===== config.mk =====
export PLATFORM = sky130hd
export DESIGN_NAME = integer_to_radix_ascii
export DESIGN_NICKNAME = d
export VERILOG_FILES = /design/src/design/itra_pkg.sv /design/src/design/integer_to_radix_ascii.sv /design/src/design/itra_div.sv /design/src/design/itra_stack.sv
export SDC_FILE = /design/constraint.sdc
export NUM_CORES = 1
export LEC_CHECK = 0
export BUFFER_PORTS_ARGS = -buffer_cell sky130_fd_sc_hd__clkbuf_2
export CORE_ASPECT_RATIO = 0.6
export CORE_MARGIN = 5
export CORE_UTILIZATION = 55
export DETAILED_ROUTE_END_ITERATION = 12
export HOLD_SLACK_MARGIN = 0.06
export PLACE_DENSITY = 0.75
export SYNTH_ARGS = -nofsm -noshare
export SYNTH_HDL_FRONTEND = slang
export SYNTH_SLANG_ARGS = --single-unit

===== constraint.sdc =====
create_clock -name clk -period 6.63 [get_ports clk]
set_input_delay 0.663 -clock clk [delete_from_list [all_inputs] [get_ports clk]]
set_output_delay 0.663 -clock clk [all_outputs]
set_load 0.02 [all_outputs]

===== src/design/itra_pkg.sv =====
// shared types, constants and helpers for integer_to_radix_ascii
// no dependencies; used by every module of the block

package itra_pkg;

	localparam int VALUE_WIDTH = 32;
	localparam int BASE_WIDTH  = 6;
	localparam int DIGIT_WIDTH = 6;
	localparam int CHAR_WIDTH  = 8;
	localparam int STEP_CNT_W  = $clog2(VALUE_WIDTH);
	localparam int STACK_CNT_W = $clog2(VALUE_WIDTH + 1);
	localparam int STACK_IDX_W = $clog2(VALUE_WIDTH);

	localparam logic [BASE_WIDTH-1:0] BASE_MIN = BASE_WIDTH'(2);
	localparam logic [BASE_WIDTH-1:0] BASE_MAX = BASE_WIDTH'(36);

	localparam logic [CHAR_WIDTH-1:0] CHAR_NUL   = 8'h00;
	localparam logic [CHAR_WIDTH-1:0] CHAR_MINUS = 8'h2d;
	localparam logic [CHAR_WIDTH-1:0] CHAR_ZERO  = 8'h30;
	localparam logic [CHAR_WIDTH-1:0] CHAR_A     = 8'h61;

	typedef enum logic [2:0] {
		ST_IDLE,
		ST_DIV,
		ST_SIGN,
		ST_POP,
		ST_NUL
	} state_t;

	// divider status seen by the sequencer
	typedef struct packed {
		logic busy;
		logic done;
	} div_stat_t;

	// digit stack controls from the sequencer
	typedef struct packed {
		logic                   push;
		logic                   pop;
		logic [DIGIT_WIDTH-1:0] data;
	} stack_ctrl_t;

	function automatic logic [CHAR_WIDTH-1:0] digit_char(input logic [DIGIT_WIDTH-1:0] d);
		logic [CHAR_WIDTH-1:0] d8;
		d8 = CHAR_WIDTH'(d);
		if (d < DIGIT_WIDTH'(10))
			return CHAR_ZERO + d8;
		else
			return CHAR_A + d8 - CHAR_WIDTH'(10);
	endfunction

endpackage


===== src/design/integer_to_radix_ascii.sv =====
// Converts a signed 32-bit value to its text in a radix of 2 to 36 and sends it as ASCII
// characters, most significant first: an optional '-', the digits '0'-'9' and 'a'-'z',
// then a NUL that carries last. A radix outside 2..36 gives the NUL alone. One request is
// taken at a time and in_ready stays low until its NUL is in the output register. Each
// digit is computed on the shared one-bit-per-cycle divider, and every character then
// passes through the output register.
// top level; depends on itra_pkg, itra_div and itra_stack

module integer_to_radix_ascii (
	input  logic                                 clk,
	input  logic                                 arst_n,
	input  logic                                 in_valid,
	output logic                                 in_ready,
	input  logic signed [itra_pkg::VALUE_WIDTH-1:0] value,
	input  logic [itra_pkg::BASE_WIDTH-1:0]      base,
	output logic                                 out_valid,
	input  logic                                 out_ready,
	output logic [itra_pkg::CHAR_WIDTH-1:0]      char_code,
	output logic                                 last
);

	itra_pkg::state_t                     state_q;
	itra_pkg::state_t                     state_d;
	logic                                 neg_q;
	logic                                 out_valid_q;
	logic [itra_pkg::CHAR_WIDTH-1:0]      char_q;
	logic                                 last_q;

	logic                                 accept;
	logic                                 base_ok;
	logic                                 out_free;
	logic [itra_pkg::VALUE_WIDTH-1:0]     mag;
	logic                                 div_start;
	logic [itra_pkg::VALUE_WIDTH-1:0]     div_dividend;
	logic [itra_pkg::VALUE_WIDTH-1:0]     quotient;
	logic [itra_pkg::DIGIT_WIDTH-1:0]     remainder;
	itra_pkg::div_stat_t                  div_stat;
	itra_pkg::stack_ctrl_t                stk_ctrl;
	logic [itra_pkg::DIGIT_WIDTH-1:0]     top_digit;
	logic [itra_pkg::STACK_CNT_W-1:0]     stk_count;
	logic                                 quo_zero;
	logic                                 out_load;
	logic [itra_pkg::CHAR_WIDTH-1:0]      out_char;
	logic                                 out_last;
	logic [itra_pkg::BASE_WIDTH-1:0]      base_q;

	assign accept   = in_valid && in_ready;
	assign base_ok  = base >= itra_pkg::BASE_MIN && base <= itra_pkg::BASE_MAX;
	assign out_free = !out_valid_q || out_ready;
	assign quo_zero = quotient == '0;

	// most negative value wraps to 2^(w-1), which is right as unsigned
	assign mag = value[itra_pkg::VALUE_WIDTH-1] ? (~value + 1'b1) : value;

	assign div_dividend = (state_q == itra_pkg::ST_IDLE) ? mag : quotient;

	itra_div u_div (
		.clk       (clk),
		.arst_n    (arst_n),
		.start     (div_start),
		.dividend  (div_dividend),
		.divisor   ((state_q == itra_pkg::ST_IDLE) ? base : base_q),
		.quotient  (quotient),
		.remainder (remainder),
		.stat      (div_stat)
	);

	itra_stack u_stack (
		.clk       (clk),
		.arst_n    (arst_n),
		.ctrl      (stk_ctrl),
		.top_digit (top_digit),
		.count     (stk_count)
	);

	// next state
	always_comb begin
		state_d = state_q;
		unique case (state_q)
			itra_pkg::ST_IDLE: begin
				if (accept)
					state_d = base_ok ? itra_pkg::ST_DIV : itra_pkg::ST_NUL;
			end
			itra_pkg::ST_DIV: begin
				if (div_stat.done && quo_zero)
					state_d = neg_q ? itra_pkg::ST_SIGN : itra_pkg::ST_POP;
			end
			itra_pkg::ST_SIGN: begin
				if (out_free)
					state_d = itra_pkg::ST_POP;
			end
			itra_pkg::ST_POP: begin
				if (out_free && stk_count == itra_pkg::STACK_CNT_W'(1))
					state_d = itra_pkg::ST_NUL;
			end
			itra_pkg::ST_NUL: begin
				if (out_free)
					state_d = itra_pkg::ST_IDLE;
			end
			default: state_d = itra_pkg::ST_IDLE;
		endcase
	end

	// sequencer outputs
	always_comb begin
		in_ready      = 1'b0;
		div_start     = 1'b0;
		stk_ctrl.push = 1'b0;
		stk_ctrl.pop  = 1'b0;
		stk_ctrl.data = remainder;
		out_load      = 1'b0;
		out_char      = itra_pkg::CHAR_NUL;
		out_last      = 1'b0;
		unique case (state_q)
			itra_pkg::ST_IDLE: begin
				in_ready  = 1'b1;
				div_start = in_valid && base_ok;
			end
			itra_pkg::ST_DIV: begin
				stk_ctrl.push = div_stat.done;
				div_start     = div_stat.done && !quo_zero;
			end
			itra_pkg::ST_SIGN: begin
				out_load = out_free;
				out_char = itra_pkg::CHAR_MINUS;
			end
			itra_pkg::ST_POP: begin
				out_load     = out_free;
				stk_ctrl.pop = out_free;
				out_char     = itra_pkg::digit_char(top_digit);
			end
			itra_pkg::ST_NUL: begin
				out_load = out_free;
				out_char = itra_pkg::CHAR_NUL;
				out_last = 1'b1;
			end
			default: ;
		endcase
	end

	always_ff @(posedge clk or negedge arst_n) begin
		if (!arst_n) begin
			state_q     <= itra_pkg::ST_IDLE;
			out_valid_q <= 1'b0;
		end else begin
			state_q <= state_d;
			if (out_load)
				out_valid_q <= 1'b1;
			else if (out_ready)
				out_valid_q <= 1'b0;
		end
	end

	always_ff @(posedge clk) begin
		if (accept) begin
			neg_q  <= value[itra_pkg::VALUE_WIDTH-1];
			base_q <= base;
		end
		if (out_load) begin
			char_q <= out_char;
			last_q <= out_last;
		end
	end

	assign out_valid = out_valid_q;
	assign char_code = char_q;
	assign last      = last_q;

	a_last_is_nul: assert property (@(posedge clk) disable iff (!arst_n)
		out_valid_q && last_q |-> char_q == itra_pkg::CHAR_NUL)
		else $error("last set on a character other than the terminator");

	a_stack_empty_idle: assert property (@(posedge clk) disable iff (!arst_n)
		state_q == itra_pkg::ST_IDLE |-> stk_count == '0 && !div_stat.busy)
		else $error("leftover digits or divider run at end of request");

endmodule


===== src/design/itra_div.sv =====
// iterative restoring divider: one quotient bit per cycle
// unsigned magnitude by a small radix; depends on itra_pkg

module itra_div (
	input  logic                                 clk,
	input  logic                                 arst_n,
	input  logic                                 start,
	input  logic [itra_pkg::VALUE_WIDTH-1:0]     dividend,
	input  logic [itra_pkg::BASE_WIDTH-1:0]      divisor,
	output logic [itra_pkg::VALUE_WIDTH-1:0]     quotient,
	output logic [itra_pkg::DIGIT_WIDTH-1:0]     remainder,
	output itra_pkg::div_stat_t                  stat
);

	logic                                busy_q;
	logic                                done_q;
	logic [itra_pkg::STEP_CNT_W-1:0]     cnt_q;
	logic [itra_pkg::VALUE_WIDTH-1:0]    quo_q;
	logic [itra_pkg::DIGIT_WIDTH-1:0]    rem_q;
	logic [itra_pkg::BASE_WIDTH-1:0]     div_q;
	logic [itra_pkg::DIGIT_WIDTH:0]      trial;
	logic                                fits;

	// shift in the next dividend bit and try the subtract
	assign trial = {rem_q, quo_q[itra_pkg::VALUE_WIDTH-1]};
	assign fits  = trial >= {1'b0, div_q};

	always_ff @(posedge clk or negedge arst_n) begin
		if (!arst_n) begin
			busy_q <= 1'b0;
			done_q <= 1'b0;
			cnt_q  <= '0;
		end else begin
			done_q <= 1'b0;
			if (start) begin
				busy_q <= 1'b1;
				cnt_q  <= '0;
			end else if (busy_q) begin
				cnt_q <= cnt_q + 1'b1;
				if (cnt_q == itra_pkg::STEP_CNT_W'(itra_pkg::VALUE_WIDTH - 1)) begin
					busy_q <= 1'b0;
					done_q <= 1'b1;
				end
			end
		end
	end

	always_ff @(posedge clk) begin
		if (start) begin
			quo_q <= dividend;
			rem_q <= '0;
			div_q <= divisor;
		end else if (busy_q) begin
			quo_q <= {quo_q[itra_pkg::VALUE_WIDTH-2:0], fits};
			rem_q <= fits ? itra_pkg::DIGIT_WIDTH'(trial - {1'b0, div_q})
			              : trial[itra_pkg::DIGIT_WIDTH-1:0];
		end
	end

	assign quotient  = quo_q;
	assign remainder = rem_q;
	assign stat.busy = busy_q;
	assign stat.done = done_q;

	a_no_restart: assert property (@(posedge clk) disable iff (!arst_n)
		start |-> !busy_q)
		else $error("divider restarted while busy");

	a_done_after_busy: assert property (@(posedge clk) disable iff (!arst_n)
		done_q |-> $past(busy_q) && !busy_q)
		else $error("divider done without a finished run");

endmodule


===== src/design/itra_stack.sv =====
// digit stack: remainders go in least significant first and come out reversed
// depends on itra_pkg

module itra_stack (
	input  logic                                 clk,
	input  logic                                 arst_n,
	input  itra_pkg::stack_ctrl_t                ctrl,
	output logic [itra_pkg::DIGIT_WIDTH-1:0]     top_digit,
	output logic [itra_pkg::STACK_CNT_W-1:0]     count
);

	logic [itra_pkg::DIGIT_WIDTH-1:0] mem [itra_pkg::VALUE_WIDTH];
	logic [itra_pkg::STACK_CNT_W-1:0] cnt_q;
	logic [itra_pkg::DIGIT_WIDTH-1:0] top_q;
	logic [itra_pkg::STACK_CNT_W-1:0] below_ptr;

	// entry under the current top, which becomes the top after a pop
	assign below_ptr = cnt_q - itra_pkg::STACK_CNT_W'(2);

	always_ff @(posedge clk or negedge arst_n) begin
		if (!arst_n)
			cnt_q <= '0;
		else if (ctrl.push)
			cnt_q <= cnt_q + 1'b1;
		else if (ctrl.pop)
			cnt_q <= cnt_q - 1'b1;
	end

	// top entry kept in a register so a pop only needs the entry below it
	always_ff @(posedge clk) begin
		if (ctrl.push) begin
			mem[cnt_q[itra_pkg::STACK_IDX_W-1:0]] <= ctrl.data;
			top_q <= ctrl.data;
		end else if (ctrl.pop) begin
			top_q <= mem[below_ptr[itra_pkg::STACK_IDX_W-1:0]];
		end
	end

	assign top_digit = top_q;
	assign count     = cnt_q;

	a_no_overflow: assert property (@(posedge clk) disable iff (!arst_n)
		ctrl.push |-> cnt_q < itra_pkg::STACK_CNT_W'(itra_pkg::VALUE_WIDTH))
		else $error("digit stack overflow");

	a_no_underflow: assert property (@(posedge clk) disable iff (!arst_n)
		ctrl.pop |-> cnt_q != '0 && !ctrl.push)
		else $error("digit stack underflow");

endmodule

==> results.cfg, run 1 <==
[route]
routed_via_density = 6.18
vias = 7234
drt-total-wl_um = 26300
drc = 0
drt-initial-drc-count = 930
dr.pass1.iters = 5
wire_per_inst_um = 22.5
ant_nets = 0

[sta]
worst_pin_slew_ns = 1.08
tns_ns = 0
whs_ns = 0.0839
max_freq_ghz = 0.297
min_period_ns = 3.37
finalHoldViolations = 0
setup_viol = 0
fin_skew_ns = 0.0108
rsz0062_at_grt = false
min_period_over_period = 0.508
drv_slew = 0
relSlewSlack = 0.270

[global_routing]
grt_pass1_wl_um = 40900
grt_overflow = 0
antenna_found_initial = 0
busiest_layer = met1
use_met3 = 0.0465
use_met1 = 0.356
grt_pass1_vias = 6894
grt_max_degree = 84
track_usage = 0.206
grt_use_met2 = 0.268

[clock_tree]
htreeDepth = 1
clock_sinks = 275
cts_resized = 0
clock_latency_ns = 0.52
ctsHoldBuffers = 0
cts_max_path_buffers = 3
cts-root-buf = clkbuf_16
cts_tree = done
cts_made_buffers = 24
clk_pin_slew_ns = 0.07
post_cts_buffers = 0

[critical_path]
cp-end-kind = flop
required_ns = 6.86
cp-startpoint = state_q[0]$_DFFE_PN0P_
endpoint = u_div.quotient[9]$_DFFE_PP_
worst_r2r_endpoint = u_div.quotient[9]$_DFFE_PP_
r2r_cells = 7
rrSetupSlack_ns = 3.26
path_max_fanout = 83
r2r-start = state_q[0]$_DFFE_PN0P_
cp.arrival_ns = 3.60
setup.worst_path.start_class = flop
worstSetupPathType = reg2reg

[floorplanning]
die_area_um2 = 25500
core_area_um2 = 22000
io_pins = 53
die_x_um = 203
start_util = 0.558
die_h_um = 126
rows = 42

[cells_and_area]
drive_above_1_share = 0.199
final_common_cell = edfxtp_1
final_cell_mix = 252 x edfxtp_1, 94 x nor2_1, 52 x clkbuf_2
area.growth.synth_to_final_pct = 11.7
nNetsFinal = 931
layout.cells.non_filler = 1170
diodes = 0

[placement]
dp.cells = 1126
dp_hpwl_um = 17100
io_buffers = 52
globalplace.congestion = 0.888

[logic_synthesis]
yosys.area.top_type = edfxtp_1
synthTopCellsByArea = edfxtp_1 62%, mux4_2 9.2%, dfrtp_1 3.5%
ys_seq_elements = 275
synth_edf_count = 252
postSynthAreaPerCell_um2 = 15.1
synthCells = 815
synth_top_area_frac = 0.616
dominantRegCellSynth = edfxtp_1
syn-num-nets = 880
synth-async-reset-ratio = 0.0618
synth_cell_type_count = 56
netlist_area_um2 = 12300
ys_warn_count = 0
synth_seq_area_share = 0.661

[outcome]
status = completed

[hold_path]
min_path_type = in2async

[run]
maxCapViolCount = 0

[power]
fin_total_pwr_mw = 4.84
p_leak_nw = 4.73
power_density_nw_per_um2 = 352
ir_worst_vdd_v = 0.000200
[logic make-up (layout without fill, tap and decap cells)]
| group | after synthesis | in the layout | share of synthesized area |
|---|---|---|---|
| simple gates | 209 | 209 | 0.0776 |
| mux | 77 | 77 | 0.115 |
| xor+xnor | 47 | 47 | 0.0335 |
| fa+ha+maj | 23 | 23 | 0.0240 |
| compound gates | 124 | 124 | 0.0684 |
| flops | 275 | 275 | 0.661 |
| buf+inv | 60 | 129 | 0.0208 |
[state kept, by name (all words and copies together) (netlist names), 3 cells and up]
register and flops:
u_div.cnt_q 5, u_stack.count 6, u_stack.mem 192, char_code 8, u_div.div_q 6, base_q 6
state_q 3, u_div.remainder 6, u_div.quotient 32, u_stack.top_digit 6
[cell usage after synthesis (all sizes together), types with 11 or more instances]
cell type / n
nor4: 12
xnor2: 12
or3: 12
edfxtp: 252
mux2: 12
nand3: 13
nor2: 94
o21ai: 20
nand2: 47
buf: 11
o31ai: 11
mux4: 50
clkbuf: 27
inv: 22
dfrtp: 17
xor2: 35
ha: 22
mux2i: 15
a21oi: 42
[final cells by class]
type	instances	area, µm²
Timing Repair Buffer	63	343
Inverter	22	82.6
Sequential cell	275	8120
Clock inverter	14	219
Tap cell	286	358
Clock buffer	30	654
Multi-Input combinational cell	480	3940
Fill cell	1559	8300
[per-layer routing]
metal,up-vias,wire [µm]
li1,3251,-
met3,29,2550
met2,365,10600
met5,-,0
met4,0,367
met1,3589,12800
[power by group]
part | total, mW | internal (mW) | leakage [nW] | switching [mW]
logic | 0.883 | 0.294 | 1.72 | 0.588
clock network | 1.54 | 0.934 | 0.434 | 0.604
registers | 2.42 | 2.30 | 2.58 | 0.117
total | 4.84 | 3.53 | 4.73 | 1.31
[worst max-delay path, cell delays in order (launching register included)]
cell and delay, ns:
dfrtp_1 0.53, or3_1 0.60, inv_2 0.19, and2_1 0.49, o2bb2ai_4 0.16, buf_4 0.65
o2bb2ai_2 0.12, buf_4 0.30
[stage by stage]
stage | area [µm²] | utilization | setup WS, ns
5_1_grt | 13700 | 0.623 | 3.06
4_1_cts | 13700 | 0.623 | 3.28
3_3_place_gp | 12800 | 0.583 | 3.40
3_5_place_dp | 12800 | 0.583 | 3.30
6_report | 13700 | 0.623 | 3.26
2_1_floorplan | 12300 | - | 2.83
[how the worst min path moves through the flow]
| stage | start | endpoint | slack (ns) | depth (start not counted) |
|---|---|---|---|---|
| after CTS | arst_n | u_stack.count[0]$_DFFE_PN0P_ | 0.09 | 1 |
| after global placement | u_stack.count[5]$_DFFE_PN0P_ | u_stack.count[5]$_DFFE_PN0P_ | 0.46 | 1 |
| final | arst_n | state_q[1]$_DFFE_PN0P_ | 0.08 | 1 |
| after global routing | arst_n | state_q[1]$_DFFE_PN0P_ | 0.11 | 1 |
| after floorplan | arst_n | out_valid$_DFFE_PN0P_ | 0.37 | 0 |
| after detailed placement | u_stack.count[5]$_DFFE_PN0P_ | u_stack.count[5]$_DFFE_PN0P_ | 0.45 | 1 |
No activity file was read; power rests on OpenSTA's default activity.
==> inputs of run 2 (changes only) <==
Settings changed: PLACE_DENSITY 0.75 to 0.78.
Clock period 6.63 ns to 2.9 ns, I/O delays scaled along.
==> run 2 against run 1 <==
- sequential cell count did not move
- non-clock buffer count grew 25
- largest cell class unchanged
- critical path depth decreased by 2
- worst hold slack improved by 0.039 ns
- global-route usage grew 0.60 points
- core utilization is 0.97 points higher
==> results.cfg, run 2 (synthesis results as in run 1) <==
[cells_and_area]
layout.cells.non_filler = 1195
nNetsFinal = 956
final_cell_mix = 252 x edfxtp_1, 94 x nor2_1, 52 x clkbuf_2
drive_above_1_share = 0.212
area.growth.synth_to_final_pct = 13.5
largest_register_ffs = 192
diodes = 0
final_common_cell = edfxtp_1

[floorplanning]
rows = 42
die_x_um = 203
die_area_um2 = 25500
die_h_um = 126
core_area_um2 = 22000
io_pins = 53
start_util = 0.558

[power]
swShare = 0.275
power.share.sequential = 0.503
p_leak_nw = 4.84
p_int_mw = 7.93
netSwitchingPower_mw = 3.01
pwr-share-comb = 0.195
power.share.clock = 0.302
ir_worst_vdd_v = 0.000427
power_density_nw_per_um2 = 785
fin_total_pwr_mw = 10.9

[critical_path]
rrSetupSlack_ns = 0.24
crit_buf_inv = 2
crit_chain = buf_4 > inv_1 > ha_1 > nand2_1 > nor2_1
r2r_cells = 5
worst_r2r_endpoint = u_stack.mem[10][0]$_DFFE_PP_
r2r-start = u_stack.count[0]$_DFFE_PN0P_
critical-path-top-delay-family = simple AND/OR/NAND/NOR gates
cp.arrival_ns = 2.80
setup.worst_path.start_class = flop
required_ns = 3.05
path_max_fanout = 24
cp-end-kind = flop
worstSetupPathType = reg2reg
critical-path-max-stage-delay_ns = 0.70
slowest_stage = nor2_1

[route]
wire_per_inst_um = 22.2
drt-initial-drc-count = 849
vias = 7349
ant_nets = 0
routed_via_density = 6.15
drc = 0
dr.pass1.iters = 6
drt-total-wl_um = 26500

[clock_tree]
post_cts_buffers = 0
clock_latency_ns = 0.52
cts-root-buf = clkbuf_16
cts_max_path_buffers = 3
clk_pin_slew_ns = 0.07
htreeDepth = 1
cts_tree = done
cts_made_buffers = 24
clock_sinks = 275

[placement]
globalplace.congestion = 0.906
dp_hpwl_um = 17900
io_buffers = 52
dpl_worst_slack_ns = 0.236
dp.cells = 1144

[hold_path]
min_from = value[0]
min_path_type = in2reg
hold_depth = 3
worstHoldEndpoint = u_div.quotient[0]$_DFFE_PP_

[sta]
fin_skew_ns = 0.0119
drv_slew = 0
worst_pin_slew_ns = 0.749
max_freq_ghz = 0.376
tns_ns = 0
min_period_over_period = 0.916
min_period_ns = 2.66
whs_ns = 0.123
layout_setup_ws_ns = 0.243
finalHoldViolations = 0
rsz0062_at_grt = false
relSlewSlack = 0.499
setup_viol = 0

[global_routing]
grt_max_degree = 46
track_usage = 0.212
grt_overflow = 0
grt_pass1_wl_um = 42100
antenna_found_initial = 0
grt_pass1_vias = 7166

[run]
maxCapViolCount = 0

[outcome]
status = completed
## run 2: changes by cell type in the layout (fill, tap and decap cells not counted), sizes merged
cell         before  now
dlygate4sd3       0    7
clkinv            8    9
bufinv            6    3
clkbuf           82   84
buf              11   29
## run 2: cell type report
class / count / area (µm²)
Clock buffer: 32 / 682
Clock inverter: 12 / 136
Fill cell: 1530 / 8090
Inverter: 22 / 82.6
Multi-Input combinational cell: 480 / 3960
Sequential cell: 275 / 8120
Tap cell: 286 / 358
Timing Repair Buffer: 88 / 598
## run 2: power groups by stage
| stage | combinational [mW] | sequential (mW) | clock, mW |
|---|---|---|---|
| after floorplan | 1.12 | 5.73 | 0 |
| after global placement | 2.04 | 5.56 | 0 |
| after detailed placement | 2.12 | 5.56 | 0 |
| after CTS | 2.13 | 5.49 | 3.34 |
| after global routing | 2.38 | 5.55 | 3.54 |
| final | 2.14 | 5.50 | 3.30 |
## run 2: stage by stage
| stage | area [µm²] | utilization |
|---|---|---|
| finish | 13900 | 0.633 |
| global route | 13900 | 0.633 |
| CTS | 13900 | 0.633 |
| detailed placement | 13000 | 0.592 |
| global placement | 13000 | 0.592 |
| floorplan | 12300 | - |
## run 2: per-layer routing
layer / vias up / global-route usage / share of wire
li1: 3298 / - / -
met1: 3638 / 0.359 / 0.46
met2: 363 / 0.284 / 0.41
met3: 50 / 0.0424 / 0.11
met4: 0 / 0.0399 / 0.019
met5: - / 0 / 0
## run 2: worst min-delay path: stages
cell	delay, ns
clkbuf_2	0.12
nand2_1	0.06
o21ai_0	0.06
## run 2: worst max path at each step
stage,from,endpoint,cells after the start
floorplan,u_stack.count[1]$_DFFE_PN0P_,u_stack.top_digit[4]$_DFFE_PP_,9
global placement,value[6],u_div.quotient[28]$_DFFE_PP_,7
detailed placement,value[6],u_div.quotient[24]$_DFFE_PP_,7
CTS,u_stack.count[0]$_DFFE_PN0P_,u_stack.mem[10][0]$_DFFE_PP_,5
global route,u_stack.count[0]$_DFFE_PN0P_,u_stack.mem[10][0]$_DFFE_PP_,5
finish,u_stack.count[0]$_DFFE_PN0P_,u_stack.mem[10][0]$_DFFE_PP_,5
## run 2: timing repair
item / CTS / global route
hold endpoints to repair: 24 / 0
endpoints found under the setup margin: 0 / 0
hold buffers: 7 / 0
gates resized for setup: 0 / 0
==> inputs of run 3 (changes only) <==
Settings changed: ABC_AREA from default to 1, SYNTH_HIERARCHICAL from default to 1.
==> run 3 against run 2 <==
- die area increased by 12%
- global-route usage increased by 2.4 points
- clock-buffer cell count decreased by 2
- combinational power decreased by 65%
- design area increased by 9.8%
- non-clock buffer count decreased by 6
- register-to-register slack got worse by 0.02 ns
- core utilization decreased by 2.2 points
- first-iteration DRC count increased by 79%
- synthesized cell count increased by 87%
- maximum frequency decreased by 0.69%
- clock skew increased by 0.019 ns
- largest cell class unchanged
- largest power group unchanged
==> results.cfg, run 3 <==
[route]
drt-initial-drc-count = 1517
drt-total-wl_um = 33900
routed_via_density = 5.63
vias = 10800
ant_nets = 0
dr.pass1.iters = 6
wire_per_inst_um = 17.7
drc = 0

[clock_tree]
clock_latency_ns = 0.55
cts_resized = 0
post_cts_buffers = 0
clock_sinks = 275
htreeDepth = 1
clk_pin_slew_ns = 0.06
cts_max_path_buffers = 3
cts-root-buf = clkbuf_16
cts_made_buffers = 26
ctsHoldBuffers = 7
cts_tree = done

[critical_path]
cp-startpoint = state_q[0]$_DFFE_PN0P_
cp-end-kind = flop
setup.worst_path.start_class = flop
worst-path-stages = 7
required_ns = 3.07
crit_chain = inv_1 > nor3_2 > inv_1 > nor2_1 > buf_4 > nand3_1 > nor2_1
slowest_stage = nor2_1
endpoint = u_stack/mem[9][3]$_DFFE_PP_
rrSetupSlack_ns = 0.22
critical-path-max-stage-delay_ns = 0.67
cp.arrival_ns = 2.84
r2r-start = state_q[0]$_DFFE_PN0P_
worstSetupPathType = reg2reg
path_max_fanout = 13
worst_r2r_endpoint = u_stack/mem[9][3]$_DFFE_PP_
critical-path-top-delay-family = simple AND/OR/NAND/NOR gates
crit_buf_inv = 3
r2r_cells = 7

[cells_and_area]
diodes = 0
fillers = 2003
drive_above_1_share = 0.102
layout.cells.non_filler = 1918
design_area_um2 = 15300
final-seq-area_um2 = 8110
final_cell_mix = 659 x nand2_1, 252 x edfxtp_1, 142 x nand3_1
area.growth.synth_to_final_pct = 10.5
nNetsFinal = 1635
multiInputGateArea_um2 = 5040
largest_register_ffs = 192
post-route-util = 0.611
final_common_cell = nand2_1

[floorplanning]
io_pins = 53
die_x_um = 215
die_area_um2 = 28500
core_area_um2 = 25100
rows = 45
die_h_um = 133
start_util = 0.553

[run]
maxCapViolCount = 0

[power]
p_leak_nw = 6.43
power_density_nw_per_um2 = 554
ir_worst_vdd_v = 0.000441

[global_routing]
grt_pass1_vias = 9809
antenna_found_initial = 0
grt_overflow = 0
grt_max_degree = 90
grt_pass1_wl_um = 53800
track_usage = 0.236

[placement]
dp_hpwl_um = 22500
place_area_um2 = 14400
io_buffers = 52
dp.cells = 1865
globalplace.congestion = 0.980

[sta]
min_period_ns = 2.68
fin_skew_ns = 0.0314
worst_pin_slew_ns = 0.850
whs_ns = 0.102
rsz0062_at_grt = false
drv_slew = 0
min_period_over_period = 0.922
tns_ns = 0
relSlewSlack = 0.433
max_freq_ghz = 0.374
finalHoldViolations = 0
setup_viol = 0

[hold_path]
min_path_type = in2reg

[logic_synthesis]
postSynthAreaPerCell_um2 = 9.10
synthCells = 1521
netlist_area_um2 = 13800
syn-num-nets = 1585
ys_warn_count = 6

[outcome]
status = completed
run 3: cell count changes in the layout (fill, tap and decap cells not counted), moves of 14 or more:
| cell | change |
|---|---|
| inv_1 | +56 |
| nand4_1 | +14 |
| o21ai_0 | +14 |
| nand3_1 | +129 |
| a21oi_1 | -25 |
| xor2_1 | -18 |
| mux4_2 | -50 |
| nand2_1 | +612 |
| mux2i_1 | -15 |
run 3: area by class of cell:
type | instances | share of cell area
repair buffers | 82 | 0.0353
clock buffers | 30 | 0.0449
multi-input cells | 1093 | 0.329
clock inverters | 16 | 0.0103
flip-flops and latches | 275 | 0.530
well taps | 329 | 0.0269
inverters | 93 | 0.0230
run 3: per-stage QoR:
step	total power [mW]	worst slack, ns
after floorplan	4.88	0.0272
after global placement	5.09	0.436
after detailed placement	5.10	0.321
after CTS	8.51	0.292
after global routing	8.77	0.00161
final	8.48	0.225
run 3: report_power, final:
part           switching, mW  internal [mW]  leakage, nW
clock network           1.45           1.96        0.413
logic                  0.516          0.236         3.48
registers             0.0225           4.29         2.54
run 3: worst min path at each step:
stage / cells after the start / from / slack, ns / endpoint
final: 4 / out_ready / 0.10 / state_q[2]$_DFFE_PN0P_
after global routing: 4 / out_ready / 0.12 / state_q[2]$_DFFE_PN0P_
after CTS: 4 / out_ready / 0.08 / state_q[2]$_DFFE_PN0P_
after detailed placement: 1 / arst_n / 0.28 / u_div/busy_q$_DFF_PN0_
after global placement: 1 / arst_n / 0.28 / out_valid$_DFFE_PN0P_
after floorplan: 0 / arst_n / -0.006 / out_valid$_DFFE_PN0P_
run 3: routing by layer:
layer  global-route usage  share of wire  up-vias
met5                    0              0        -
met2                0.321           0.41      572
met4               0.0493          0.019        0
li1                     -              -     5127
met3               0.0780           0.13       64
met1                0.367           0.44     5026
run 3: worst min-delay path: cells and delay by family:
kind / cells / cell delay, ns
AOI/OAI and AO/OA: 1 / 0.06
buffers and inverters: 1 / 0.08
and+or+nand+nor: 2 / 0.19
